===== src/hw/rtl/lidar_range_image_projection_unit_defines.svh =====
`ifndef LIDAR_RANGE_IMAGE_PROJECTION_UNIT_DEFINES_SVH
`define LIDAR_RANGE_IMAGE_PROJECTION_UNIT_DEFINES_SVH

// Implication checked on every rising clock edge outside reset.
`define LRIP_ASSERT_IMPLIES(label, ante, cons, msg) \
  label: assert property (@(posedge clk) disable iff (rst) (ante) |-> (cons)) \
    else $error(msg);

// Condition that must never hold outside reset.
`define LRIP_ASSERT_NEVER(label, cond, msg) \
  label: assert property (@(posedge clk) disable iff (rst) !(cond)) else $error(msg);

`endif


===== src/hw/rtl/lrip_pkg.sv =====
`timescale 1ns / 1ps
package lrip_pkg;

  // Image limits.
  localparam int MAX_ROWS    = 64;
  localparam int MAX_COLUMNS = 4096;
  localparam int ROW_W       = $clog2(MAX_ROWS);
  localparam int COL_W       = $clog2(MAX_COLUMNS);
  localparam int ADDR_W      = ROW_W + COL_W;

  // Register widths.
  localparam int ROWS_CFG_W = 7;
  localparam int COLS_CFG_W = 13;
  localparam int RSTEP_W    = 21;
  localparam int CSTEP_W    = 23;
  localparam int OFFS_W     = 22;
  localparam int MAXR_W     = 19;
  localparam int CFG_DATA_W = 23;
  localparam int CFG_IDX_W  = 3;

  // Datapath widths.
  localparam int COORD_W   = 19;
  localparam int RANGE_W   = 19;
  localparam int SQR_W     = 2 * COORD_W - 1;
  localparam int SQ_W      = 38;
  localparam int ROOT_W    = 19;
  localparam int REM_W     = 20;
  localparam int ANG_IN_W  = 21;
  localparam int CW        = 34;
  localparam int ACC_W     = 24;
  localparam int CORDIC_STEPS = 21;
  localparam int STEP_IDX_W   = 5;
  localparam int DIV_W     = 25;
  localparam int DIV_STEPS = 25;
  localparam int PRE_SHIFT = 11;

  localparam int HALF_PI   = 1647099;
  // Smallest range with 10 * range >= 1024.
  localparam int MIN_RANGE = 103;

  typedef enum logic [CFG_IDX_W-1:0] {
    REG_ROWS      = 3'd0,
    REG_COLUMNS   = 3'd1,
    REG_ROW_STEP  = 3'd2,
    REG_COL_STEP  = 3'd3,
    REG_BOTTOM    = 3'd4,
    REG_MAX_RANGE = 3'd5
  } cfg_reg_t;

  typedef struct packed {
    logic [SQ_W-1:0]   n;
    logic [REM_W-1:0]  rem;
    logic [ROOT_W-1:0] root;
  } sqrt_t;

  typedef struct packed {
    logic signed [CW-1:0]    a;
    logic signed [CW-1:0]    b;
    logic signed [ACC_W-1:0] acc;
    logic                    zero;
  } cordic_t;

  typedef struct packed {
    logic [DIV_W-1:0] num;
    logic [DIV_W-1:0] rem;
    logic [DIV_W-1:0] quot;
    logic [DIV_W-1:0] den;
  } div_t;

  typedef struct packed {
    logic                kept;
    logic [ROW_W-1:0]    row;
    logic [COL_W-1:0]    col;
    logic [ADDR_W-1:0]   addr;
    logic [RANGE_W-1:0]  range;
    logic [COORD_W-1:0]  x;
    logic [COORD_W-1:0]  y;
    logic [COORD_W-1:0]  z;
  } result_t;

  // Arctangent of 2^-i in 2^-20 rad.
  function automatic logic signed [ACC_W-1:0] atan_entry(input logic [STEP_IDX_W-1:0] i);
    logic signed [ACC_W-1:0] v;
    unique case (i)
      5'd0:  v = 24'sd823550;
      5'd1:  v = 24'sd486170;
      5'd2:  v = 24'sd256879;
      5'd3:  v = 24'sd130396;
      5'd4:  v = 24'sd65451;
      5'd5:  v = 24'sd32757;
      5'd6:  v = 24'sd16383;
      5'd7:  v = 24'sd8192;
      5'd8:  v = 24'sd4096;
      5'd9:  v = 24'sd2048;
      5'd10: v = 24'sd1024;
      5'd11: v = 24'sd512;
      5'd12: v = 24'sd256;
      5'd13: v = 24'sd128;
      5'd14: v = 24'sd64;
      5'd15: v = 24'sd32;
      5'd16: v = 24'sd16;
      5'd17: v = 24'sd8;
      5'd18: v = 24'sd4;
      5'd19: v = 24'sd2;
      5'd20: v = 24'sd1;
      default: v = '0;
    endcase
    return v;
  endfunction

  // Quadrant fold and scaling ahead of the vectoring steps of atan2(a, b).
  function automatic cordic_t cordic_pre(input logic signed [ANG_IN_W-1:0] a,
                                         input logic signed [ANG_IN_W-1:0] b);
    cordic_t r;
    logic signed [CW-1:0] ae;
    logic signed [CW-1:0] be;
    logic signed [CW-1:0] na;
    logic signed [CW-1:0] nb;
    logic signed [ACC_W-1:0] acc;
    ae  = {{(CW - ANG_IN_W){a[ANG_IN_W-1]}}, a};
    be  = {{(CW - ANG_IN_W){b[ANG_IN_W-1]}}, b};
    na  = ae;
    nb  = be;
    acc = '0;
    if (be < 0) begin
      if (ae >= 0) begin
        acc = ACC_W'(HALF_PI);
        nb  = ae;
        na  = -be;
      end else begin
        acc = -ACC_W'(HALF_PI);
        nb  = -ae;
        na  = be;
      end
    end
    r.a    = na <<< PRE_SHIFT;
    r.b    = nb <<< PRE_SHIFT;
    r.acc  = acc;
    r.zero = (a == '0) && (b == '0);
    return r;
  endfunction

endpackage


===== src/hw/rtl/lrip_sqrt_cell.sv =====
`timescale 1ns / 1ps
// One result bit of a restoring integer square root.
module lrip_sqrt_cell (
  input  logic           clk,
  input  logic           en,
  input  lrip_pkg::sqrt_t d_in,
  output lrip_pkg::sqrt_t d_out
);

  logic [lrip_pkg::REM_W+1:0] rem2;
  logic [lrip_pkg::REM_W+1:0] trial;
  lrip_pkg::sqrt_t             nxt;

  // Bring down two radicand bits and try the next root bit.
  always_comb begin
    rem2  = {d_in.rem, d_in.n[lrip_pkg::SQ_W-1 -: 2]};
    trial = (lrip_pkg::REM_W + 2)'({d_in.root, 2'b01});
    nxt.n = {d_in.n[lrip_pkg::SQ_W-3:0], 2'b00};
    if (rem2 >= trial) begin
      nxt.rem  = lrip_pkg::REM_W'(rem2 - trial);
      nxt.root = {d_in.root[lrip_pkg::ROOT_W-2:0], 1'b1};
    end else begin
      nxt.rem  = rem2[lrip_pkg::REM_W-1:0];
      nxt.root = {d_in.root[lrip_pkg::ROOT_W-2:0], 1'b0};
    end
  end

  always_ff @(posedge clk) begin
    if (en) begin
      d_out <= nxt;
    end
  end

endmodule


===== config.mk =====
export PLATFORM = sky130hd
export DESIGN_NAME = lrip_sqrt_cell
export DESIGN_NICKNAME = d
export VERILOG_FILES = /design/src/hw/rtl/lidar_range_image_projection_unit_defines.svh /design/src/hw/rtl/lrip_pkg.sv /design/src/hw/rtl/lrip_sqrt_cell.sv
export SDC_FILE = /design/constraint.sdc
export NUM_CORES = 1
export LEC_CHECK = 0
export BUFFER_PORTS_ARGS = -buffer_cell sky130_fd_sc_hd__buf_2
export CAP_MARGIN = 20
export CORE_UTILIZATION = 51
export DETAILED_ROUTE_END_ITERATION = 10
export GPL_TIMING_DRIVEN = 0
export HOLD_SLACK_MARGIN = 0.03
export PLACE_DENSITY = 0.87
export SYNTH_ARGS = -nofsm -noshare
export SYNTH_HDL_FRONTEND = slang
export SYNTH_SLANG_ARGS = --single-unit

===== constraint.sdc =====
create_clock -name clk -period 8.2 [get_ports clk]
set_clock_uncertainty 0.2 [all_clocks]
set_input_delay 1.23 -clock clk [delete_from_list [all_inputs] [get_ports clk]]
set_output_delay 1.23 -clock clk [all_outputs]
set_load 0.02 [all_outputs]

**After elaboration in Yosys (flattened, before gate mapping)**

Index checks and enable logic that the tools add are counted.

- Register bits: 75
- Bits of input ports: 79
- Output and inout port bits: 77
- Word-level logic and storage cells: 6

- Add/sub/neg operators: 1
- Order comparisons: 1
- Muxes and demuxes: 1

Operators by type and width:

| cell | count |
|---|---|
| two-way mux 39 bit | 1 |
| >= comparator 22 x 21 -> 1 bit | 1 |
| subtractor 20 bit | 1 |

**Depth between registers and ports, before layout**

- Word-level depth: 2
- Mapped depth: 11
- Depth with buffers taken out: 9

**Least setup slack after synthesis**

Ideal clock, no wire load.

- Path type: input-to-reg
- From: input port d_in[9] (netlist bit)
- To: register d_out[21] (netlist bit), data pin
- Library setup time: 0.260 ns
- Data arrival time: 3.165 ns
- Data required time: 7.740 ns
- Slack: 4.575 ns
- Stages: 10
- Path buffers: 2
- Cells stage by stage: inv_1 > ha_1 > buf_2 > nand2_2 > nor2_2 > nand3_1 > o41a_1 > o31ai_4 > buf_6 > mux2_4

RTL lines:

| what | RTL line | RTL |
|---|---|---|
| start: declaration | lrip_sqrt_cell.sv:6 | `input lrip_pkg::sqrt_t d_in,` |
| end signal: assignment | lrip_sqrt_cell.sv:30 | `d_out <= nxt;` |
| end: declaration | lrip_sqrt_cell.sv:7 | `output lrip_pkg::sqrt_t d_out` |

==> results.yml <==
outcome:
  status: "complete, no violations"
synthesis:
  synthCells: 250
  yosys.area.top_type: "edfxtp_1"
  synth_top_area_share_pct: 61.9
  yosysSeqAreaShare_pct: 61.9
  syn_area_sq_mm: 0.00364
  synth_ff_type: "edfxtp_1"
  yosysWarnings: 0
  syn_avg_cell_area_sq_um: 14.6
  synth_edf_count: 75
  ys_top_cells_by_area: "edfxtp_1 (62%), ha_1 (7.2%), mux2_4 (7.0%)"
  synth.ff_latch_count: 75
  synth_cell_type_count: 47
  synthArstFlopShare_pct: 0
timing:
  drv_slew: 0
  setup_viol: 0
  setup_tns_ps: 0
  finalHoldViolCount: 0
  min_period_ps: 3660
  worstMarginPinSlew_ps: 929
  finalCritPeriodShare_pct: 44.7
  worst_hold_slack_ps: 853
  slew_headroom_pct: 38.1
  rsz0062_at_grt: "no"
  fmax_ghz: 0.273
place:
  placed_area_sq_mm: 0.00453
  portBuffers: 153
  gp_congestion: 0.945
  place_hpwl_um: 6160
route:
  ant_nets: 0
  num_vias: 2656
  drt_iter0_drc: 182
  wirelength_um: 8500
  via_per_inst: 5.16
  post-route-drc-count: 0
  wl_per_cell_um: 16.5
  first_pass_iters: 4
finish:
  area_delta_synth_final_pct: 31.0
  layout-drive-gt1-share_pct: 48.2
  design_area_sq_mm: 0.00477
  ff_latch_area_sq_mm: 0.00225
  antenna-diode-count: 0
  nNetsFinal: 515
  regMostFlops: "d_out"
  multi_input_area_sq_mm: 0.00125
  largest_reg_flops: 75
  fillCellCount: 495
  reg_top3: "d_out: 75 flops"
global_routing:
  met3_usage_pct: 7.81
  grt_pass1_wl_um: 12900
  grt_max_degree: 76
  grt_use_met2_pct: 42.3
  track_usage_pct: 23.2
  antenna_found_initial: 0
  grt-busiest-layer: "met2"
  grt_pass1_vias: 2654
  grt_util_met1_pct: 23.3
  gr-total-overflow: 0
clock_tree:
  clk_pin_slew_ps: 70
  post_cts_resized: 0
  postCtsSetupBuffers: 0
  ctsHoldBuffers: 0
  cts_buffers: 9
  cts_num_sinks: 75
  cts_tree: "yes"
  cts_root_buf: "clkbuf_8"
  clock_path_buffers: 2
  htreeDepth: 3
flow_run:
  cap_viol_max_count: 0
setup_path:
  crit_fanout: 10
  path_buf_inv: 3
  crit_type: "in -> reg"
  cp_cell_sequence: "buf_2 -> inv_1 -> ha_1 -> a21oi_1 -> nand2b_1 -> nand3b_1 -> a31oi_1 -> o41a_1 -> o31ai_4 -> buf_6 -> mux2_4"
  cpPeakStageDelay_ps: 430
  cp-start-kind: "primary input"
  crit_arrival_ps: 3560
  path_delay_family: "compound AO/OA/AOI/OAI gates"
  critPathCaptureType: "flop"
  critPathSlowestCell: "a31oi_1"
  required_ps: 8100
floorplanning:
  fp.dieW_um: 86.5
  rows: 30
  die-area_sq_mm: 0.00748
  start_util_pct: 53.3
  io_pins: 156
  die_y_um: 86.5
  core-area_sq_mm: 0.00683
power:
  power_frac_clock_pct: 31.7
  combPwrFrac_pct: 23.1
  swShare_pct: 27.0
  p_switching_w: 0.000286
  p_total_w: 0.00106
  leakage_nw: 2.19
  internal_power_w: 0.000774
  ir_worst_vdd_mv: 0.0968
  power_frac_seq_pct: 45.1
  power.density_mw_per_mm2: 222
hold_path:
  min_path_type: "in -> reg"
power groups by stage:
stage	sequential [W]	clock (W)	combinational, W
after floorplan	0.000538	0	0.000108
after global placement	0.000485	0	0.000236
after detailed placement	0.000486	0	0.000242
after CTS	0.000479	0.000343	0.000245
after global routing	0.000482	0.000352	0.000264
final	0.000479	0.000336	0.000245
cell families after synthesis:
group / count (synthesis) / synth area share (%)
AO/OA/AOI/OAI: 49 / 10.0
XOR/XNOR: 19 / 4.57
adder cells (fa/ha/maj): 21 / 7.22
buffers and inverters: 32 / 4.02
flip-flops: 75 / 61.9
multiplexers: 19 / 7.59
other: 1 / 0.103
AND/OR/NAND/NOR: 34 / 4.61
cells in the final DEF, fill, tap and decap left out, drive strengths merged, types with 2 or more instances in the layout:
cell type  synthesis  routed
a31o               2       2
o21a               2       2
nand3              7       7
nor3               2       2
a31oi              2       2
conb               1       2
a21oi             13      13
inv               24      25
clkinv             0       2
nand2             11      11
nor2               6       6
nand4              3       3
bufinv             0       3
xnor2             11      11
xor2               8       8
mux2              18      18
ha                21      21
o31ai              2       2
edfxtp            75      75
o21ai              8       8
clkbuf             1      10
a21o               8       8
buf                7     160
o21bai             2       2
o211ai             2       2
cells in the mapped netlist, types with 3 or more instances:
cell,number
a21o_1,7
a21oi_1,11
buf_2,3
edfxtp_1,75
ha_1,21
inv_1,24
mux2_4,17
nand2_1,9
nand3_1,7
nand4_1,3
nor2_1,5
o21ai_0,7
xnor2_1,11
xor2_1,8
area by class of cell:
class                   count  share of cell area, %
clock buffers               9                   2.60
multi-input cells         144                   26.1
clock inverters             6                   2.36
flip-flops and latches     75                   47.2
plain buffers               8                   1.18
inverters                  24                   1.89
well taps                  96                   2.52
repair buffers            153                   16.1
worst paths after layout:
check                     from  cells after the start                   to  slack, ps
worst min-delay path  d_in[55]                      1  d_out[57]$_DFFE_PP_        850
worst max-delay path   d_in[2]                     11  d_out[30]$_DFFE_PP_       4540
layer usage:
metal  part of all wire (%)  up-vias
met5                      0        -
met4                    3.0        0
met3                    8.9       23
met2                     51      114
met1                     37     1257
li1                       -     1262
stage by stage:
step	instances	setup WS (ps)	utilization (%)
final	515	4540	69.8
after global routing	515	4380	69.8
after CTS	515	4540	69.8
after detailed placement	500	4180	66.4
after global placement	500	4200	66.3
after floorplan	251	4570	-
No activity file was read; power rests on OpenSTA's default activity.
