## src/hw/rtl/lidar_range_image_projection_unit_defines.svh

```systemverilog
`ifndef LIDAR_RANGE_IMAGE_PROJECTION_UNIT_DEFINES_SVH
`define LIDAR_RANGE_IMAGE_PROJECTION_UNIT_DEFINES_SVH

// Implication checked on every rising clock edge outside reset.
`define LRIP_ASSERT_IMPLIES(label, ante, cons, msg) \
  label: assert property (@(posedge clk) disable iff (rst) (ante) |-> (cons)) \
    else $error(msg);

// Condition that must never hold outside reset.
`define LRIP_ASSERT_NEVER(label, cond, msg) \
  label: assert property (@(posedge clk) disable iff (rst) !(cond)) else $error(msg);

`endif

```

## src/hw/rtl/lrip_pkg.sv

```systemverilog
`timescale 1ns / 1ps
package lrip_pkg;

  // Image limits.
  localparam int MAX_ROWS    = 64;
  localparam int MAX_COLUMNS = 4096;
  localparam int ROW_W       = $clog2(MAX_ROWS);
  localparam int COL_W       = $clog2(MAX_COLUMNS);
  localparam int ADDR_W      = ROW_W + COL_W;

  // Register widths.
  localparam int ROWS_CFG_W = 7;
  localparam int COLS_CFG_W = 13;
  localparam int RSTEP_W    = 21;
  localparam int CSTEP_W    = 23;
  localparam int OFFS_W     = 22;
  localparam int MAXR_W     = 19;
  localparam int CFG_DATA_W = 23;
  localparam int CFG_IDX_W  = 3;

  // Datapath widths.
  localparam int COORD_W   = 19;
  localparam int RANGE_W   = 19;
  localparam int SQR_W     = 2 * COORD_W - 1;
  localparam int SQ_W      = 38;
  localparam int ROOT_W    = 19;
  localparam int REM_W     = 20;
  localparam int ANG_IN_W  = 21;
  localparam int CW        = 34;
  localparam int ACC_W     = 24;
  localparam int CORDIC_STEPS = 21;
  localparam int STEP_IDX_W   = 5;
  localparam int DIV_W     = 25;
  localparam int DIV_STEPS = 25;
  localparam int PRE_SHIFT = 11;

  localparam int HALF_PI   = 1647099;
  // Smallest range with 10 * range >= 1024.
  localparam int MIN_RANGE = 103;

  typedef enum logic [CFG_IDX_W-1:0] {
    REG_ROWS      = 3'd0,
    REG_COLUMNS   = 3'd1,
    REG_ROW_STEP  = 3'd2,
    REG_COL_STEP  = 3'd3,
    REG_BOTTOM    = 3'd4,
    REG_MAX_RANGE = 3'd5
  } cfg_reg_t;

  typedef struct packed {
    logic [SQ_W-1:0]   n;
    logic [REM_W-1:0]  rem;
    logic [ROOT_W-1:0] root;
  } sqrt_t;

  typedef struct packed {
    logic signed [CW-1:0]    a;
    logic signed [CW-1:0]    b;
    logic signed [ACC_W-1:0] acc;
    logic                    zero;
  } cordic_t;

  typedef struct packed {
    logic [DIV_W-1:0] num;
    logic [DIV_W-1:0] rem;
    logic [DIV_W-1:0] quot;
    logic [DIV_W-1:0] den;
  } div_t;

  typedef struct packed {
    logic                kept;
    logic [ROW_W-1:0]    row;
    logic [COL_W-1:0]    col;
    logic [ADDR_W-1:0]   addr;
    logic [RANGE_W-1:0]  range;
    logic [COORD_W-1:0]  x;
    logic [COORD_W-1:0]  y;
    logic [COORD_W-1:0]  z;
  } result_t;

  // Arctangent of 2^-i in 2^-20 rad.
  function automatic logic signed [ACC_W-1:0] atan_entry(input logic [STEP_IDX_W-1:0] i);
    logic signed [ACC_W-1:0] v;
    unique case (i)
      5'd0:  v = 24'sd823550;
      5'd1:  v = 24'sd486170;
      5'd2:  v = 24'sd256879;
      5'd3:  v = 24'sd130396;
      5'd4:  v = 24'sd65451;
      5'd5:  v = 24'sd32757;
      5'd6:  v = 24'sd16383;
      5'd7:  v = 24'sd8192;
      5'd8:  v = 24'sd4096;
      5'd9:  v = 24'sd2048;
      5'd10: v = 24'sd1024;
      5'd11: v = 24'sd512;
      5'd12: v = 24'sd256;
      5'd13: v = 24'sd128;
      5'd14: v = 24'sd64;
      5'd15: v = 24'sd32;
      5'd16: v = 24'sd16;
      5'd17: v = 24'sd8;
      5'd18: v = 24'sd4;
      5'd19: v = 24'sd2;
      5'd20: v = 24'sd1;
      default: v = '0;
    endcase
    return v;
  endfunction

  // Quadrant fold and scaling ahead of the vectoring steps of atan2(a, b).
  function automatic cordic_t cordic_pre(input logic signed [ANG_IN_W-1:0] a,
                                         input logic signed [ANG_IN_W-1:0] b);
    cordic_t r;
    logic signed [CW-1:0] ae;
    logic signed [CW-1:0] be;
    logic signed [CW-1:0] na;
    logic signed [CW-1:0] nb;
    logic signed [ACC_W-1:0] acc;
    ae  = {{(CW - ANG_IN_W){a[ANG_IN_W-1]}}, a};
    be  = {{(CW - ANG_IN_W){b[ANG_IN_W-1]}}, b};
    na  = ae;
    nb  = be;
    acc = '0;
    if (be < 0) begin
      if (ae >= 0) begin
        acc = ACC_W'(HALF_PI);
        nb  = ae;
        na  = -be;
      end else begin
        acc = -ACC_W'(HALF_PI);
        nb  = -ae;
        na  = be;
      end
    end
    r.a    = na <<< PRE_SHIFT;
    r.b    = nb <<< PRE_SHIFT;
    r.acc  = acc;
    r.zero = (a == '0) && (b == '0);
    return r;
  endfunction

endpackage

```

## src/hw/rtl/lrip_cordic_cell.sv

```systemverilog
`timescale 1ns / 1ps
// One vectoring step of the arctangent; idx is tied to the step number.
module lrip_cordic_cell (
  input  logic                              clk,
  input  logic                              en,
  input  logic [lrip_pkg::STEP_IDX_W-1:0]   idx,
  input  lrip_pkg::cordic_t                 d_in,
  output lrip_pkg::cordic_t                 d_out
);

  logic signed [lrip_pkg::CW-1:0]    da;
  logic signed [lrip_pkg::CW-1:0]    db;
  logic signed [lrip_pkg::ACC_W-1:0] ang;
  lrip_pkg::cordic_t                 nxt;

  // Rotate toward the b axis and accumulate the angle.
  always_comb begin
    da       = $signed(d_in.b) >>> idx;
    db       = $signed(d_in.a) >>> idx;
    ang      = lrip_pkg::atan_entry(idx);
    nxt.zero = d_in.zero;
    if (!d_in.a[lrip_pkg::CW-1]) begin
      nxt.b   = $signed(d_in.b) + db;
      nxt.a   = $signed(d_in.a) - da;
      nxt.acc = $signed(d_in.acc) + ang;
    end else begin
      nxt.b   = $signed(d_in.b) - db;
      nxt.a   = $signed(d_in.a) + da;
      nxt.acc = $signed(d_in.acc) - ang;
    end
  end

  always_ff @(posedge clk) begin
    if (en) begin
      d_out <= nxt;
    end
  end

endmodule

```

## config.mk

```make
export PLATFORM = sky130hd
export DESIGN_NAME = lrip_cordic_cell
export DESIGN_NICKNAME = d
export VERILOG_FILES = /design/src/hw/rtl/lidar_range_image_projection_unit_defines.svh /design/src/hw/rtl/lrip_pkg.sv /design/src/hw/rtl/lrip_cordic_cell.sv
export SDC_FILE = /design/constraint.sdc
export NUM_CORES = 1
export LEC_CHECK = 0
export BUFFER_PORTS_ARGS = -buffer_cell sky130_fd_sc_hd__clkbuf_2
export CAP_MARGIN = 10
export CELL_PAD_IN_SITES_DETAIL_PLACEMENT = 0
export CELL_PAD_IN_SITES_GLOBAL_PLACEMENT = 1
export CORE_UTILIZATION = 40
export CTS_CLUSTER_SIZE = 20
export DETAILED_ROUTE_END_ITERATION = 8
export HOLD_SLACK_MARGIN = 0.02
export PLACE_DENSITY_LB_ADDON = 0.1
export SETUP_SLACK_MARGIN = 0.1
export SLEW_MARGIN = 20
export SYNTH_ARGS = -nofsm -noshare
export SYNTH_HDL_FRONTEND = slang
export SYNTH_SLANG_ARGS = --single-unit
```

## constraint.sdc

```tcl
create_clock -name clk -period 7.1 [get_ports clk]
set_input_delay 0.355 -clock clk [delete_from_list [all_inputs] [get_ports clk]]
set_output_delay 0.355 -clock clk [all_outputs]
set_load 0.01 [all_outputs]
```

======== Word level (Yosys, flattened, before mapping) ========
Memory sizes are Yosys's and may differ from the RTL's.
Index checks and enable logic that the tools add are counted.
W data, S select, Z words.
storage, ports and cells
  register bits after elaboration ......... 93
  memory bits (read-only) ................. 640
  input port bits ......................... 100
  memories kept ........................... 1
cells by class
  $add $sub $neg .......................... 6
  shift operators ......................... 2
  muxes and demuxes ....................... 1
memories
  name              depth  width  rd ports  clocked after Yosys merged registers in  wr ports  line            text
  (name not given)  32     20     1         0                                        0         lrip_pkg.sv:84  unique case (i)
operators by type and width
  operator          count
  $mux W92          1
  $add A34 B34 Y34  2
  $sshr A34 B5 Y34  2
  $sub A34 B34 Y34  2
  $add A24 B24 Y24  1
  $sub A24 B24 Y24  1

======== Logic depth before layout (Yosys ltp) ========
  depth in word-level cells ............... 3
  depth in mapped cells ................... 28

======== Least setup slack after synthesis ========
Ideal clock, no wire load.
  path type ............................... input to register
  start point ............................. input port idx[2] (netlist bit)
  end point ............................... register d_out[92] (netlist bit) (data pin)
  setup time .............................. 273 ps
  data arrival time ....................... 5,599 ps
  path slack .............................. 1,228 ps
  stages .................................. 27
  path buffers ............................ 7
  path through ............................ buf_2 > buf_4 > buf_2 > buf_2 > buf_4 > clkbuf_1 > buf_1 > a21oi_1 > mux2i_1 > ha_1 > inv_1 > nor4_1 > nand4_1 > nor4_2 > and2_1 > a21oi_1 > xor2_1 > ha_1 > a21o_1 > a21oi_1 > o211ai_1 > a21oi_1 > o32ai_1 > nor3_1 > nor3_1 > a2111oi_0 > xnor2_1
RTL lines
  item                    line                    text
  start: declaration      lrip_cordic_cell.sv:6   input logic [lrip_pkg::STEP_IDX_W-1:0] idx,
  end signal: assignment  lrip_cordic_cell.sv:35  d_out <= nxt;
  end: declaration        lrip_cordic_cell.sv:8   output lrip_pkg::cordic_t d_out

==> flow_metrics.tcl <==
set metrics [dict create \
    ir_worst_vdd_v 0.000128 \
    synth_cells 1665 \
    cts.sinks 93 \
    outcome "finished, final reports clean" \
    largest_reg_flops 93 \
    yosysMostFrequentCell "a21oi_1" \
    cts.htree.levels 3 \
    fp-row-count 70 \
    grt_pass1_wl_microns 86800 \
    netlist_area_sq_um 15000 \
    drv_cap 0 \
    hpwl_microns 45300 \
    synth.net_count 1866 \
    cts_resized 0 \
    root_buffer "clkbuf_16" \
    synth_area_leaders "edfxtp_1 (19%), mux4_2 (11%), ha_1 (8.2%)" \
    hold_buffers 0 \
    post-route-drc-count 0 \
    antenna_left 0 \
    grt_use_total_pct 30.0 \
    grt-ovfl-total 0 \
    p_leak_nw 7.08 \
    pwr-share-comb_pct 57.1 \
    dieWidth_microns 195 \
    setup_tns_ps 0 \
    critical_path_class "in -> reg" \
    finalHoldViolations 0 \
    postCtsSetupRepairBufs 0 \
    fmax_ghz 0.155 \
    worst_pin_slew_ps 1090 \
    period_needed_ps 6440 \
    synth_seq_cells 93 \
    cts_tree "done" \
    wl_per_cell_microns 24.7 \
    viasPerCell 6.25 \
    grt_max_degree 58 \
    p_seq_share_pct 25.7 \
    drive_gt1_share_pct 23.5 \
    clockBufferDepth 2 \
    async_flop_share_pct 0 \
    crit_path_start_kind "primary input" \
    dp_cells 2314 \
    die-area_sq_um 38200 \
    p_int_w 0.00192 \
    switching_share_pct 42.1 \
    powerDensity_nw_per_um2 194 \
    worstPathArrival_ps 6630 \
    ys_seq_area_share_pct 18.7 \
    fin_crit_sh_pct 90.7 \
    num_vias 14559 \
    switching_power_w 0.00140 \
    drt-initial-drc-count 1310 \
    core_sq_um 36700 \
    ios 193 \
    die_y_microns 195 \
    yosysWarnings 0 \
    largest-register "d_out" \
    antenna_cells 0 \
    netlist-cell-type-count 102 \
    antenna_found_initial 1 \
    multiInputGateArea_sq_um 11500 \
    maxSlewHeadroom_pct 26.9 \
    avgSynthCellArea_sq_um 8.99 \
    cp_max_fo 31 \
    finalNetCount 2058 \
    area_growth_pct 14.0 \
    hold_class "in -> reg" \
    cts.clk_slew.worst_paths_ps 80 \
    synth-edff-count 93 \
    regArea_sq_um 2790 \
    fill_cells 3661 \
    place_congestion 0.959 \
    rsz0062_at_grt "false" \
    crit_required_ps 7290 \
    synth.largest_area_cell "edfxtp_1" \
    first_global_vias 13910 \
    setup_viol 0 \
    clkPwrFrac_pct 17.2 \
    drv_slew 0 \
    cp-end-kind "register" \
    port_buffers 192 \
    routed_wl_microns 57500 \
    synth_common_cells "a21oi_1 (133), nor2_1 (130), nand2_1 (116)" \
    cts_buffers 9 \
    initial_core_util_pct 40.8 \
    synth_flop_cell "edfxtp_1" \
    yosysTopAreaCellShare_pct 18.7 \
    largestRegisters "d_out x93" \
    finalNonFillerCells 2330 \
    drt_pass1_iterations 6 \
]
kinds of logic (layout without fill, tap and decap cells):
| logic type | count (synthesis) | count (layout) | synth area share [%] |
|---|---|---|---|
| xor gates and xnor gates | 140 | 140 | 8.19 |
| muxes | 199 | 199 | 20.5 |
| and+or+nand+nor | 504 | 504 | 17.3 |
| AOI/OAI and AO/OA | 483 | 483 | 22.2 |
| buffers and inverters | 145 | 342 | 4.61 |
| DFF | 93 | 93 | 18.7 |
| adders and majority gates | 101 | 101 | 8.59 |
layout make-up:
type                       count  area share, %
multi-input combinational   1427           67.3
clock inverter                 7          0.616
clock buffer                   9           1.32
inverter                      51           1.12
sequential                    93           16.4
timing repair buffer         275           9.81
tap                          468           3.43
through the flow:
stage	hold slack (ps)	worst slack [ps]	area, sq um	util [%]	total power, W
after floorplan	454	1230	15000	-	0.00211
after global placement	538	422	16700	45.6	0.00273
after detailed placement	543	290	16700	45.6	0.00274
after CTS	141	682	17100	46.5	0.00332
after global routing	144	140	17100	46.5	0.00353
final	151	660	17100	46.5	0.00331
power groups by stage:
stage,logic (W),clock network [W],registers (W)
after floorplan,0.00117,0,0.000943
after global placement,0.00187,0,0.000861
after detailed placement,0.00187,0,0.000866
after CTS,0.00188,0.000581,0.000856
after global routing,0.00206,0.000598,0.000866
final,0.00189,0.000569,0.000852
layer usage:
metal	vias up	track usage, %	share of wire, %
li1	6859	-	-
met2	499	49.2	47
met4	2	8.34	2.4
met3	65	4.30	5.8
met5	-	0	0.014
met1	7134	41.0	45
final timing paths:
kind,from,to,slack (ps),cells after the start
max,idx[0],d_out[57],660,22
min,d_in[0],d_out[0],150,1
critical path, cell delays in order:
cell      delay (ps)
buf_6            310
buf_4            440
mux4_2           570
mux2i_1          500
o22ai_1          280
a211oi_1         360
buf_4            200
nand4_1          150
nor4_1           280
buf_4            260
and2_4           190
nand3_1           80
a32o_1           250
ha_1             290
a211o_1          300
a21oi_1          240
nor4b_1          390
o21ai_0          260
a41o_1           330
nand2_1          110
a211oi_1         100
o311ai_0         330
cell usage in the layout, fill, tap and decap left out, drive strengths merged, types with 21 or more instances in the layout:
master,count
and3,21
and2,26
o21a,22
a31oi,25
a211oi,21
buf,88
nor2b,27
mux2,34
mux2i,85
nor2,130
ha,98
edfxtp,93
nand3,36
a21oi,134
mux4,80
xor2,54
nand2,116
a21o,34
xnor2,86
o21ai,74
inv,53
nor3,47
clkbuf,196
No activity file was read; power rests on OpenSTA's default activity.
