## src/hw/rtl/lidar_range_image_projection_unit_defines.svh

```systemverilog
`ifndef LIDAR_RANGE_IMAGE_PROJECTION_UNIT_DEFINES_SVH
`define LIDAR_RANGE_IMAGE_PROJECTION_UNIT_DEFINES_SVH

// Implication checked on every rising clock edge outside reset.
`define LRIP_ASSERT_IMPLIES(label, ante, cons, msg) \
  label: assert property (@(posedge clk) disable iff (rst) (ante) |-> (cons)) \
    else $error(msg);

// Condition that must never hold outside reset.
`define LRIP_ASSERT_NEVER(label, cond, msg) \
  label: assert property (@(posedge clk) disable iff (rst) !(cond)) else $error(msg);

`endif

```

## src/hw/rtl/lrip_pkg.sv

```systemverilog
`timescale 1ns / 1ps
package lrip_pkg;

  // Image limits.
  localparam int MAX_ROWS    = 64;
  localparam int MAX_COLUMNS = 4096;
  localparam int ROW_W       = $clog2(MAX_ROWS);
  localparam int COL_W       = $clog2(MAX_COLUMNS);
  localparam int ADDR_W      = ROW_W + COL_W;

  // Register widths.
  localparam int ROWS_CFG_W = 7;
  localparam int COLS_CFG_W = 13;
  localparam int RSTEP_W    = 21;
  localparam int CSTEP_W    = 23;
  localparam int OFFS_W     = 22;
  localparam int MAXR_W     = 19;
  localparam int CFG_DATA_W = 23;
  localparam int CFG_IDX_W  = 3;

  // Datapath widths.
  localparam int COORD_W   = 19;
  localparam int RANGE_W   = 19;
  localparam int SQR_W     = 2 * COORD_W - 1;
  localparam int SQ_W      = 38;
  localparam int ROOT_W    = 19;
  localparam int REM_W     = 20;
  localparam int ANG_IN_W  = 21;
  localparam int CW        = 34;
  localparam int ACC_W     = 24;
  localparam int CORDIC_STEPS = 21;
  localparam int STEP_IDX_W   = 5;
  localparam int DIV_W     = 25;
  localparam int DIV_STEPS = 25;
  localparam int PRE_SHIFT = 11;

  localparam int HALF_PI   = 1647099;
  // Smallest range with 10 * range >= 1024.
  localparam int MIN_RANGE = 103;

  typedef enum logic [CFG_IDX_W-1:0] {
    REG_ROWS      = 3'd0,
    REG_COLUMNS   = 3'd1,
    REG_ROW_STEP  = 3'd2,
    REG_COL_STEP  = 3'd3,
    REG_BOTTOM    = 3'd4,
    REG_MAX_RANGE = 3'd5
  } cfg_reg_t;

  typedef struct packed {
    logic [SQ_W-1:0]   n;
    logic [REM_W-1:0]  rem;
    logic [ROOT_W-1:0] root;
  } sqrt_t;

  typedef struct packed {
    logic signed [CW-1:0]    a;
    logic signed [CW-1:0]    b;
    logic signed [ACC_W-1:0] acc;
    logic                    zero;
  } cordic_t;

  typedef struct packed {
    logic [DIV_W-1:0] num;
    logic [DIV_W-1:0] rem;
    logic [DIV_W-1:0] quot;
    logic [DIV_W-1:0] den;
  } div_t;

  typedef struct packed {
    logic                kept;
    logic [ROW_W-1:0]    row;
    logic [COL_W-1:0]    col;
    logic [ADDR_W-1:0]   addr;
    logic [RANGE_W-1:0]  range;
    logic [COORD_W-1:0]  x;
    logic [COORD_W-1:0]  y;
    logic [COORD_W-1:0]  z;
  } result_t;

  // Arctangent of 2^-i in 2^-20 rad.
  function automatic logic signed [ACC_W-1:0] atan_entry(input logic [STEP_IDX_W-1:0] i);
    logic signed [ACC_W-1:0] v;
    unique case (i)
      5'd0:  v = 24'sd823550;
      5'd1:  v = 24'sd486170;
      5'd2:  v = 24'sd256879;
      5'd3:  v = 24'sd130396;
      5'd4:  v = 24'sd65451;
      5'd5:  v = 24'sd32757;
      5'd6:  v = 24'sd16383;
      5'd7:  v = 24'sd8192;
      5'd8:  v = 24'sd4096;
      5'd9:  v = 24'sd2048;
      5'd10: v = 24'sd1024;
      5'd11: v = 24'sd512;
      5'd12: v = 24'sd256;
      5'd13: v = 24'sd128;
      5'd14: v = 24'sd64;
      5'd15: v = 24'sd32;
      5'd16: v = 24'sd16;
      5'd17: v = 24'sd8;
      5'd18: v = 24'sd4;
      5'd19: v = 24'sd2;
      5'd20: v = 24'sd1;
      default: v = '0;
    endcase
    return v;
  endfunction

  // Quadrant fold and scaling ahead of the vectoring steps of atan2(a, b).
  function automatic cordic_t cordic_pre(input logic signed [ANG_IN_W-1:0] a,
                                         input logic signed [ANG_IN_W-1:0] b);
    cordic_t r;
    logic signed [CW-1:0] ae;
    logic signed [CW-1:0] be;
    logic signed [CW-1:0] na;
    logic signed [CW-1:0] nb;
    logic signed [ACC_W-1:0] acc;
    ae  = {{(CW - ANG_IN_W){a[ANG_IN_W-1]}}, a};
    be  = {{(CW - ANG_IN_W){b[ANG_IN_W-1]}}, b};
    na  = ae;
    nb  = be;
    acc = '0;
    if (be < 0) begin
      if (ae >= 0) begin
        acc = ACC_W'(HALF_PI);
        nb  = ae;
        na  = -be;
      end else begin
        acc = -ACC_W'(HALF_PI);
        nb  = -ae;
        na  = be;
      end
    end
    r.a    = na <<< PRE_SHIFT;
    r.b    = nb <<< PRE_SHIFT;
    r.acc  = acc;
    r.zero = (a == '0) && (b == '0);
    return r;
  endfunction

endpackage

```

## src/hw/rtl/lrip_div_cell.sv

```systemverilog
`timescale 1ns / 1ps
// One quotient bit of a restoring unsigned division.
module lrip_div_cell (
  input  logic          clk,
  input  logic          en,
  input  lrip_pkg::div_t d_in,
  output lrip_pkg::div_t d_out
);

  logic [lrip_pkg::DIV_W:0] rem2;
  lrip_pkg::div_t           nxt;

  // Shift in the next dividend bit and subtract when the divisor fits.
  always_comb begin
    rem2    = {d_in.rem, d_in.num[lrip_pkg::DIV_W-1]};
    nxt.num = {d_in.num[lrip_pkg::DIV_W-2:0], 1'b0};
    nxt.den = d_in.den;
    if (rem2 >= {1'b0, d_in.den}) begin
      nxt.rem  = lrip_pkg::DIV_W'(rem2 - {1'b0, d_in.den});
      nxt.quot = {d_in.quot[lrip_pkg::DIV_W-2:0], 1'b1};
    end else begin
      nxt.rem  = rem2[lrip_pkg::DIV_W-1:0];
      nxt.quot = {d_in.quot[lrip_pkg::DIV_W-2:0], 1'b0};
    end
  end

  always_ff @(posedge clk) begin
    if (en) begin
      d_out <= nxt;
    end
  end

endmodule

```

## config.mk

```make
export PLATFORM = sky130hd
export DESIGN_NAME = lrip_div_cell
export DESIGN_NICKNAME = d
export VERILOG_FILES = /design/src/hw/rtl/lidar_range_image_projection_unit_defines.svh /design/src/hw/rtl/lrip_pkg.sv /design/src/hw/rtl/lrip_div_cell.sv
export SDC_FILE = /design/constraint.sdc
export NUM_CORES = 1
export LEC_CHECK = 0
export BUFFER_PORTS_ARGS = -buffer_cell sky130_fd_sc_hd__buf_2
export CORE_MARGIN = 8
export CORE_UTILIZATION = 52
export DETAILED_ROUTE_END_ITERATION = 12
export GPL_ROUTABILITY_DRIVEN = 1
export PLACE_DENSITY = 0.95
export SETUP_SLACK_MARGIN = 0.02
export SLEW_MARGIN = 20
export SYNTH_ARGS = -nofsm -noshare
export SYNTH_HDL_FRONTEND = slang
export SYNTH_SLANG_ARGS = --single-unit
```

## constraint.sdc

```tcl
create_clock -name clk -period 6.9 [get_ports clk]
set_input_delay 0.69 -clock clk [delete_from_list [all_inputs] [get_ports clk]]
set_output_delay 0.69 -clock clk [all_outputs]
set_load 0.05 [all_outputs]
```

Word level (Yosys, flattened, before mapping)
Cells that the tools add are included.
{ "totals": {"ff_bits": 99, "inputBits": 102, "elab_cells": 7} }
{ "op_classes": {"add_sub_neg": 1, "magnitude_cmp": 1, "n_mux": 1} }
{ "op_table": {"columns": ["op", "n"], "rows": [
  ["2-to-1 mux 50 bit", 1],
  [">= comparator 26 x 25 -> 1 bit", 1],
  ["subtractor 25 bit", 1]
]} }

Longest topological paths before layout
Gate-level depths: netlist (run 1).
{ "logic_depth": {"word_depth": 2, "ltp_mapped": 14} }

Worst setup path before layout (run 1)
No wires, ideal clock.
{ "synth_path": {"kind": "in2reg", "start": "in d_in[99] in the netlist's numbering", "end": "reg d_out[56] in the netlist's numbering (data pin)", "setup_ns": 0.260, "arrival_time_ns": 3.242, "required_ns": 6.640, "slack_ns": 3.398, "stages": 14, "n_path_buf": 2, "cell_sequence": "inv_1 ha_1 inv_1 fa_1 a21o_1 a311o_1 nor2b_4 a2111o_1 and3_1 buf_6 nor2_8 inv_4 buf_8 mux2_4"} }
{ "synth_lines": {"columns": ["item", "line", "rtl"], "rows": [
  ["start, declared", "lrip_div_cell.sv:6", "input lrip_pkg::div_t d_in,"],
  ["end signal, assigned", "lrip_div_cell.sv:29", "d_out <= nxt;"],
  ["end, declared", "lrip_div_cell.sv:7", "output lrip_pkg::div_t d_out"]
]} }

==> results of run 1 <==
through the flow:
stage                     instance area [µm²]   util
after detailed placement                 5870  0.645
final                                    6060  0.665
after floorplan                          4790      -
after global routing                     6060  0.665
after CTS                                6060  0.665
after global placement                   5870  0.645
report_power, final:
group	internal (µW)	switching, µW	leakage, µW
Sequential	733	14.1	0.000969
Combinational	151	358	0.00166
Clock	138	216	0.0000913
Total	1020	588	0.00272
layout make-up:
type,instances,area [µm²]
clock buffers,9,124
flip-flops and latches,99,2970
inverters,31,119
repair buffers,201,1010
fillers,706,3050
multi-input cells,210,1630
clock inverters,7,60.1
well taps,111,139
metal layers:
| metal | GRT usage | routed length [µm] | up-vias |
|---|---|---|---|
| met5 | 0 | 13 | - |
| met4 | 0.0333 | 125 | 2 |
| met3 | 0.0730 | 1220 | 14 |
| met2 | 0.363 | 6680 | 186 |
| met1 | 0.234 | 5200 | 1750 |
| li1 | - | - | 1715 |
critical path, delay by kind of cell:
kind                       cells  cell delay (ns)
AOI/OAI and AO/OA              3             0.99
adders and majority gates      2             0.54
buffers and inverters          4             0.37
muxes                          1             0.34
and+or+nand+nor                3             0.68
cells by family after synthesis:
logic type,count (synthesis),share of synthesized area
muxes,18,0.0514
DFF,99,0.620
xor gates and xnor gates,22,0.0402
buffers and inverters,42,0.0399
and+or+nand+nor,68,0.0765
adders and majority gates,26,0.0694
other,1,0.000782
AOI/OAI and AO/OA,75,0.102
cells in the final DEF, fill, tap and decap left out, types with 5 or more instances in the layout:
| cell | Yosys | routed |
|---|---|---|
| ha_1 | 25 | 25 |
| clkbuf_8 | 0 | 9 |
| mux2_2 | 5 | 5 |
| nand2_1 | 14 | 14 |
| nand4_1 | 5 | 5 |
| xnor2_1 | 19 | 19 |
| inv_1 | 30 | 30 |
| edfxtp_1 | 99 | 99 |
| nor2_1 | 12 | 12 |
| o21ai_0 | 9 | 9 |
| a211oi_1 | 5 | 5 |
| a21oi_1 | 27 | 27 |
| mux2_4 | 12 | 12 |
| a21o_1 | 7 | 7 |
| buf_2 | 1 | 198 |
| nor3_1 | 13 | 13 |
worst max-delay path by stage:
stage | slack [ns] | endpoint | depth (start not counted) | from
after detailed placement | 3.01 | d_out[60] | 13 | d_in[99]
after global routing | 3.23 | d_out[68] | 13 | d_in[99]
final | 3.38 | d_out[68] | 13 | d_in[99]
after floorplan | 3.40 | d_out[56] | 14 | d_in[99]
after global placement | 3.04 | d_out[59] | 13 | d_in[99]
after CTS | 3.37 | d_out[68] | 13 | d_in[99]
==> results.md, run 1 <==
* Outcome: finished clean
* Commonest cells post-synth: edfxtp_1 (99), inv_1 (30), a21oi_1 (27), ha_1 (25), xnor2_1 (19)
* Rows at 35
* I/O Buffers at 199
* Setup TNS at 0 ns
* Largest net degree at the start of global routing at 69
* Synth warn at 0
* Worst hold path class: primary input to register
* Fmax at 284 MHz
* Hold path endpoint: d_out[45]
* Maximum capacitance violations at 0
* Placed Cells at 652
* Hold Path Depth at 1
* Non-Filler Instances at 668
* Critical Path Most Common Cell: inv_1
* Ports at 202
* N_diodes at 0
* Crit path capture type: register
* CORE AREA at 0.00911 mm²
* Residual DRC at 0
* Grt ovf at 0
* Post-synth EDFFs at 99
* Worst slew margin at 0.437
* Post CTS Setup Buffer Count at 0
* Worst Setup Slack, final at 3.38 ns
* CTS root buf: clkbuf_8
* TritonCTS buffer count at 9
* Post-Synthesis Cells at 351
* Fin. max-slew vios at 0
* Post-synth ARST share at 0
* Pre-CTS setup slack at 3.01 ns
* Die ar. at 0.0125 mm²
* Crit path time final at 3.52 ns
* Routed Antenna Nets at 0
* Via-to-Cell Ratio at 5.49
* Launch point of the worst hold path: d_in[44]
* CTS tree: done
* Starting density of the core at 0.526
* Area leader, netlist: edfxtp_1
* DRT Wirelength at 13200 µm
* Startpoint types: primary input
* Distinct cells, synth at 54
* Initial antenna violation count at 1
* Top-count cell post-synth: edfxtp_1
* TritonRoute pass-1 iters at 5
* Top reg by flops: d_out
* Area grow syn2layout at 26.4%
* Post-CTS Hold Buffers at 0
* GRT Total Usage at 0.204
* Worst-path cell chain: buf_2, inv_1, ha_1, inv_1, fa_1, a21o_1, a311o_1, nor2b_4, a2111o_1, and3_1, nor2_8, inv_4, mux2_4
* Worst hold slack at 0.488 ns
* Synth top area share at 0.620
* Final Hold Fails at 0
* Synthesized net count at 479
* Hpwl dp at 10500 µm
* LEAKAGE at 0.00272 µW
* Pwr Total at 1610 µW
* Setup-failing EPs final at 0
* Largest cells by area after synthesis: edfxtp_1 (62%), ha_1 (6.5%), mux2_4 (3.8%)
* PD cells at 266 mW/mm²
* CP arrival at 3.63 ns
* Max reg flops at 99
* Peak fanout along the critical path at 24
* Regs by FF count: d_out: 99 flops
* Tcrit/Tclk final at 0.510
* Die W at 112 µm
* CTS sink count at 99
* Worst Tran Pin Value at 0.845 ns
* Critical path class: primary input to register
* Share of cells above drive strength 1 at 0.431
* Yosys reg bits at 99
* Total number of vias at 3667
* Die height at 112 µm
* Number of global-route vias before repair at 3668
* H-tree depth at 3
* Avg Cell Area, Syn at 13.7 µm²
* Routability Congestion at 0.927
* Worst-path clk slew at 0.11 ns
* Worst VDD drop at 0.116 mV
* Ys flop type: edfxtp_1
* WL per Instance at 19.8 µm
* Iteration-0 DRC count of the detailed router at 248
* Post-cts repair resize count at 0
* Mapped cell area at 0.00479 mm²
* CP required at 7.01 ns
* Critical Path Slowest Stage Cell: a2111o_1
* Unrepaired setup endpoints after global routing: false
* First-pass GRT wire length at 20100 µm
* Sequential share of the synthesized area at 0.620
* Clock buffer depth at 2
* Delay of the slowest cell on the worst path at 0.42 ns
* Fin nets at 680
(Power assumes the default switching activity.)
==> inputs of run 2 (changes only) <==
--- a/config.mk
+++ b/config.mk
@@ -7,10 +7,10 @@
 export LEC_CHECK = 0
 export BUFFER_PORTS_ARGS = -buffer_cell sky130_fd_sc_hd__buf_2
 export CORE_MARGIN = 8
-export CORE_UTILIZATION = 52
+export CORE_UTILIZATION = 44
 export DETAILED_ROUTE_END_ITERATION = 12
 export GPL_ROUTABILITY_DRIVEN = 1
-export PLACE_DENSITY = 0.95
+export PLACE_DENSITY = 0.88
 export SETUP_SLACK_MARGIN = 0.02
 export SLEW_MARGIN = 20
 export SYNTH_ARGS = -nofsm -noshare
==> constraint.sdc (replaced) <==
create_clock -name clk -period 3.15 [get_ports clk]
set_input_delay 0.315 -clock clk [delete_from_list [all_inputs] [get_ports clk]]
set_output_delay 0.315 -clock clk [all_outputs]
set_load 0.05 [all_outputs]
==> run 2 against run 1 <==
  * Die area is 15% higher
  * Sequential power increased by 120%
  * Clock power is 140% higher
  * Global-route usage down 0.61 points
  * Cell area is 3.3% higher
  * Final cell count grew 7.2%
  * Via count decreased by 0.41%
  * Combinational power rose by 130%
  * Largest cell class unchanged
==> results.md, run 2 (synthesis results as in run 1) <==
* Finished Cell Area at 0.00626 mm²
* Crit path capture type: register
* First-pass GRT wire length at 22100 µm
* Iteration-0 DRC count of the detailed router at 349
* Critical path class: primary input to register
* Critical Path Most Common Cell: inv_1
* Delay of the slowest cell on the worst path at 0.42 ns
* Rows at 38
* Maximum capacitance violations at 0
* Tcrit/Tclk final at 0.926
* CORE AREA at 0.0107 mm²
* CP delay by family, top: compound AO/OA/AOI/OAI gates
* Unrepaired setup endpoints after global routing: false
* Fin. max-slew vios at 0
* Buf/Inv on CP at 4
* Critical Path Slowest Stage Cell: fa_1
* TritonRoute pass-1 iters at 4
* Worst-path clk slew at 0.10 ns
* Final Hold Fails at 0
* DRT Wirelength at 14500 µm
* CTS tree: done
* Starting density of the core at 0.446
* Most common cell after layout, fill and taps aside: buf_2
* Startpoint types: primary input
* Post CTS Setup Buffer Count at 0
* CTS root buf: clkbuf_8
* CP arrival at 3.03 ns
* DP Area at 0.00606 mm²
* Die height at 120 µm
* Max reg flops at 99
* Post-CTS Hold Buffers at 0
* Setup-failing EPs final at 0
* Worst-path cell chain: buf_2, inv_1, ha_1, inv_1, fa_1, a21o_1, a311o_1, nor2b_4, a2111o_1, and3_1, nor2_8, inv_4, mux2_4
* Fin nets at 700
* Total number of vias at 3652
* Largest net degree at the start of global routing at 48
* Routed Antenna Nets at 0
* Area grow syn2layout at 30.5%
* Outcome: finished clean
* CTS sink count at 99
* Worst slew margin at 0.601
* Regs by FF count: d_out: 99 flops
* CP required at 3.26 ns
* Ports at 202
* Worst Tran Pin Value at 0.599 ns
* PD cells at 581 mW/mm²
* Clock buffer depth at 2
* LEAKAGE at 0.00282 µW
* Routability Congestion at 0.886
* H-tree depth at 3
* Grt ovf at 0
* TritonCTS buffer count at 9
* Share of cells above drive strength 1 at 0.451
* Residual DRC at 0
* N_diodes at 0
* WL per Instance at 20.2 µm
* Hpwl dp at 11800 µm
* Setup TNS at 0 ns
* Fmax at 343 MHz
* Peak fanout along the critical path at 22
* Top reg by flops: d_out
* Die W at 120 µm
* GRT Total Usage at 0.198
* Initial antenna violation count at 0
* I/O Buffers at 199
* Number of global-route vias before repair at 3825
* Via-to-Cell Ratio at 5.10
* Worst VDD drop at 0.272 mV
* Post-cts repair resize count at 0
* Die ar. at 0.0145 mm²
* Worst hold path class: primary input to register
* Commonest non-fill, non-tap cells in the layout: buf_2 (198), edfxtp_1 (99), inv_1 (30)
* Crit path time final at 2.92 ns
-- run 2: power by group --
group          switching (µW)  internal, µW
combinational             801           358
clock                     466           374
sequential               33.4          1610
total                    1300          2340
-- run 2: final cells by class --
type                    instances  area (µm²)
well taps                     140         175
multi-input cells             210        1630
inverters                      31         119
flip-flops and latches         99        2970
repair buffers                221        1160
fillers                       893        4490
clock buffers                   9         124
clock inverters                 6        73.8
-- run 2: routing by layer --
layer,up-vias,part of all wire,GRT usage
met3,9,0.092,0.0597
met1,1736,0.38,0.224
li1,1757,-,-
met4,0,0.0070,0.0422
met5,-,0,0
met2,150,0.52,0.358
-- run 2: worst paths after layout --
path / slack [ns] / endpoint / startpoint / cells after the start
max: 0.23 / d_out[56] / d_in[99] / 13
min: 0.12 / d_out[44] / d_in[43] / 1
-- run 2: stage by stage --
step	cells	hold slack, ns	total power (µW)	setup WS (ns)	utilization
5_1_grt	716	0.102	3770	0.125	0.582
3_5_place_dp	701	0.493	2830	-0.141	0.564
2_1_floorplan	351	0.414	2480	0.0228	-
3_3_place_gp	701	0.492	2800	-0.0373	0.564
4_1_cts	716	0.103	3660	0.245	0.582
6_report	716	0.117	3640	0.234	0.582
==> inputs of run 3 (changes only) <==
--- a/config.mk
+++ b/config.mk
@@ -10,7 +10,7 @@
 export CORE_UTILIZATION = 44
 export DETAILED_ROUTE_END_ITERATION = 12
 export GPL_ROUTABILITY_DRIVEN = 1
-export PLACE_DENSITY = 0.88
+export PLACE_DENSITY = 0.77
 export SETUP_SLACK_MARGIN = 0.02
 export SLEW_MARGIN = 20
 export SYNTH_ARGS = -nofsm -noshare
==> run 3 against run 2 <==
  * Non-clock buffer count is 4 lower
  * Critical path depth stayed put
  * Via count is 1.2% higher
  * Sequential share of layout area is 0.11 points lower
  * Global-route usage is 0.50 points lower
  * Cell area is 0.24% higher
  * Die area stayed put
  * Highest routed layer unchanged
  * Largest power group unchanged
  * Worst hold slack better by 0.0027 ns
==> results.md, run 3 (synthesis results as in run 1) <==
* Outcome: finished clean
* Residual DRC at 0
* Initial antenna violation count at 0
* LEAKAGE at 0.00283 µW
* Worst-path cell chain: buf_2, inv_1, ha_1, inv_1, fa_1, a21o_1, a311o_1, nor2b_4, a2111o_1, and3_1, nor2_8, inv_4, mux2_4
* Largest net degree at the start of global routing at 66
* DP Area at 0.00604 mm²
* Total number of vias at 3696
* Hpwl dp at 11400 µm
* Buf/Inv on CP at 4
* GRT Total Usage at 0.193
* Fmax at 351 MHz
* Area grow syn2layout at 30.8%
* PD cells at 593 mW/mm²
* Via-to-Cell Ratio at 5.18
* CP arrival at 2.97 ns
* N_diodes at 0
* Share of cells above drive strength 1 at 0.449
* Critical Path Slowest Stage Cell: fa_1
* Worst-path clk slew at 0.10 ns
* Final Hold Fails at 0
* Most common cell after layout, fill and taps aside: buf_2
* Post-cts repair resize count at 0
* CORE AREA at 0.0107 mm²
* Worst Tran Pin Value at 0.539 ns
* Iteration-0 DRC count of the detailed router at 303
* Peak fanout along the critical path at 23
* CTS root buf: clkbuf_8
* Top reg by flops: d_out
* Starting density of the core at 0.446
* Delay of the slowest cell on the worst path at 0.39 ns
* Setup-failing EPs final at 0
* Regs by FF count: d_out: 99 flops
* Max reg flops at 99
* Die W at 120 µm
* Unrepaired setup endpoints after global routing: false
* WL per Instance at 20.0 µm
* Crit path capture type: register
* Critical path class: primary input to register
* First-pass GRT wire length at 21600 µm
* Routed Antenna Nets at 0
* Worst slew margin at 0.639
* Post CTS Setup Buffer Count at 0
* Clock buffer depth at 2
* Rows at 38
* Non-Filler Instances at 713
* Commonest non-fill, non-tap cells in the layout: buf_2 (198), edfxtp_1 (99), inv_1 (30)
* I/O Buffers at 199
* Routability Congestion at 0.884
* Critical Path Most Common Cell: inv_1
* Tcrit/Tclk final at 0.905
* Post-CTS Hold Buffers at 0
* Worst VDD drop at 0.292 mV
* DRT Wirelength at 14300 µm
* H-tree depth at 3
* Startpoint types: primary input
* Crit path time final at 2.85 ns
* TritonCTS buffer count at 9
* CTS sink count at 99
* Die ar. at 0.0145 mm²
* Worst hold path class: primary input to register
* Placed Cells at 697
* Die height at 120 µm
* TritonRoute pass-1 iters at 5
* Finished Cell Area at 0.00627 mm²
* Maximum capacitance violations at 0
* Fin. max-slew vios at 0
* Ports at 202
* Number of global-route vias before repair at 3789
* CP required at 3.27 ns
* Grt ovf at 0
* Fin nets at 696
* CP delay by family, top: compound AO/OA/AOI/OAI gates
* CTS tree: done
[run 3: cell type report]
| type | count | area, µm² |
|---|---|---|
| clock buffer | 9 | 124 |
| clock inverter | 7 | 106 |
| fill | 925 | 4470 |
| inverter | 31 | 119 |
| multi-input combinational | 210 | 1630 |
| sequential | 99 | 2970 |
| tap | 140 | 175 |
| timing repair buffer | 217 | 1150 |
[run 3: through the flow]
| stage | power (µW) | setup slack, ns | TNS, ns | hold slack, ns | util |
|---|---|---|---|---|---|
| finish | 3720 | 0.299 | 0 | 0.120 | 0.584 |
| global route | 3870 | 0.195 | 0 | 0.0872 | 0.584 |
| CTS | 3760 | 0.315 | 0 | 0.0908 | 0.584 |
| detailed placement | 2820 | -0.0808 | -1.14 | 0.494 | 0.562 |
| global placement | 2810 | -0.0530 | -0.713 | 0.492 | 0.562 |
| floorplan | 2480 | 0.0228 | 0 | 0.414 | - |
[run 3: path summary, 6_finish.rpt]
kind / from / endpoint / slack [ns] / cells past startpoint
max: d_in[99] / d_out[63] / 0.30 / 13
min: d_in[30] / d_out[31] / 0.12 / 1
[run 3: report_power, final]
group          total [µW]  leakage [µW]  switching (µW)  internal (µW)
clock network         930      0.000116             468            462
logic                1150       0.00174             795            354
registers            1640      0.000969            33.9           1610
[run 3: metal layers]
layer	up-vias	track usage	part of all wire
li1	1742	-	-
met1	1798	0.225	0.39
met2	150	0.333	0.51
met3	6	0.0695	0.10
met4	0	0.0398	0.0034
met5	-	0	0
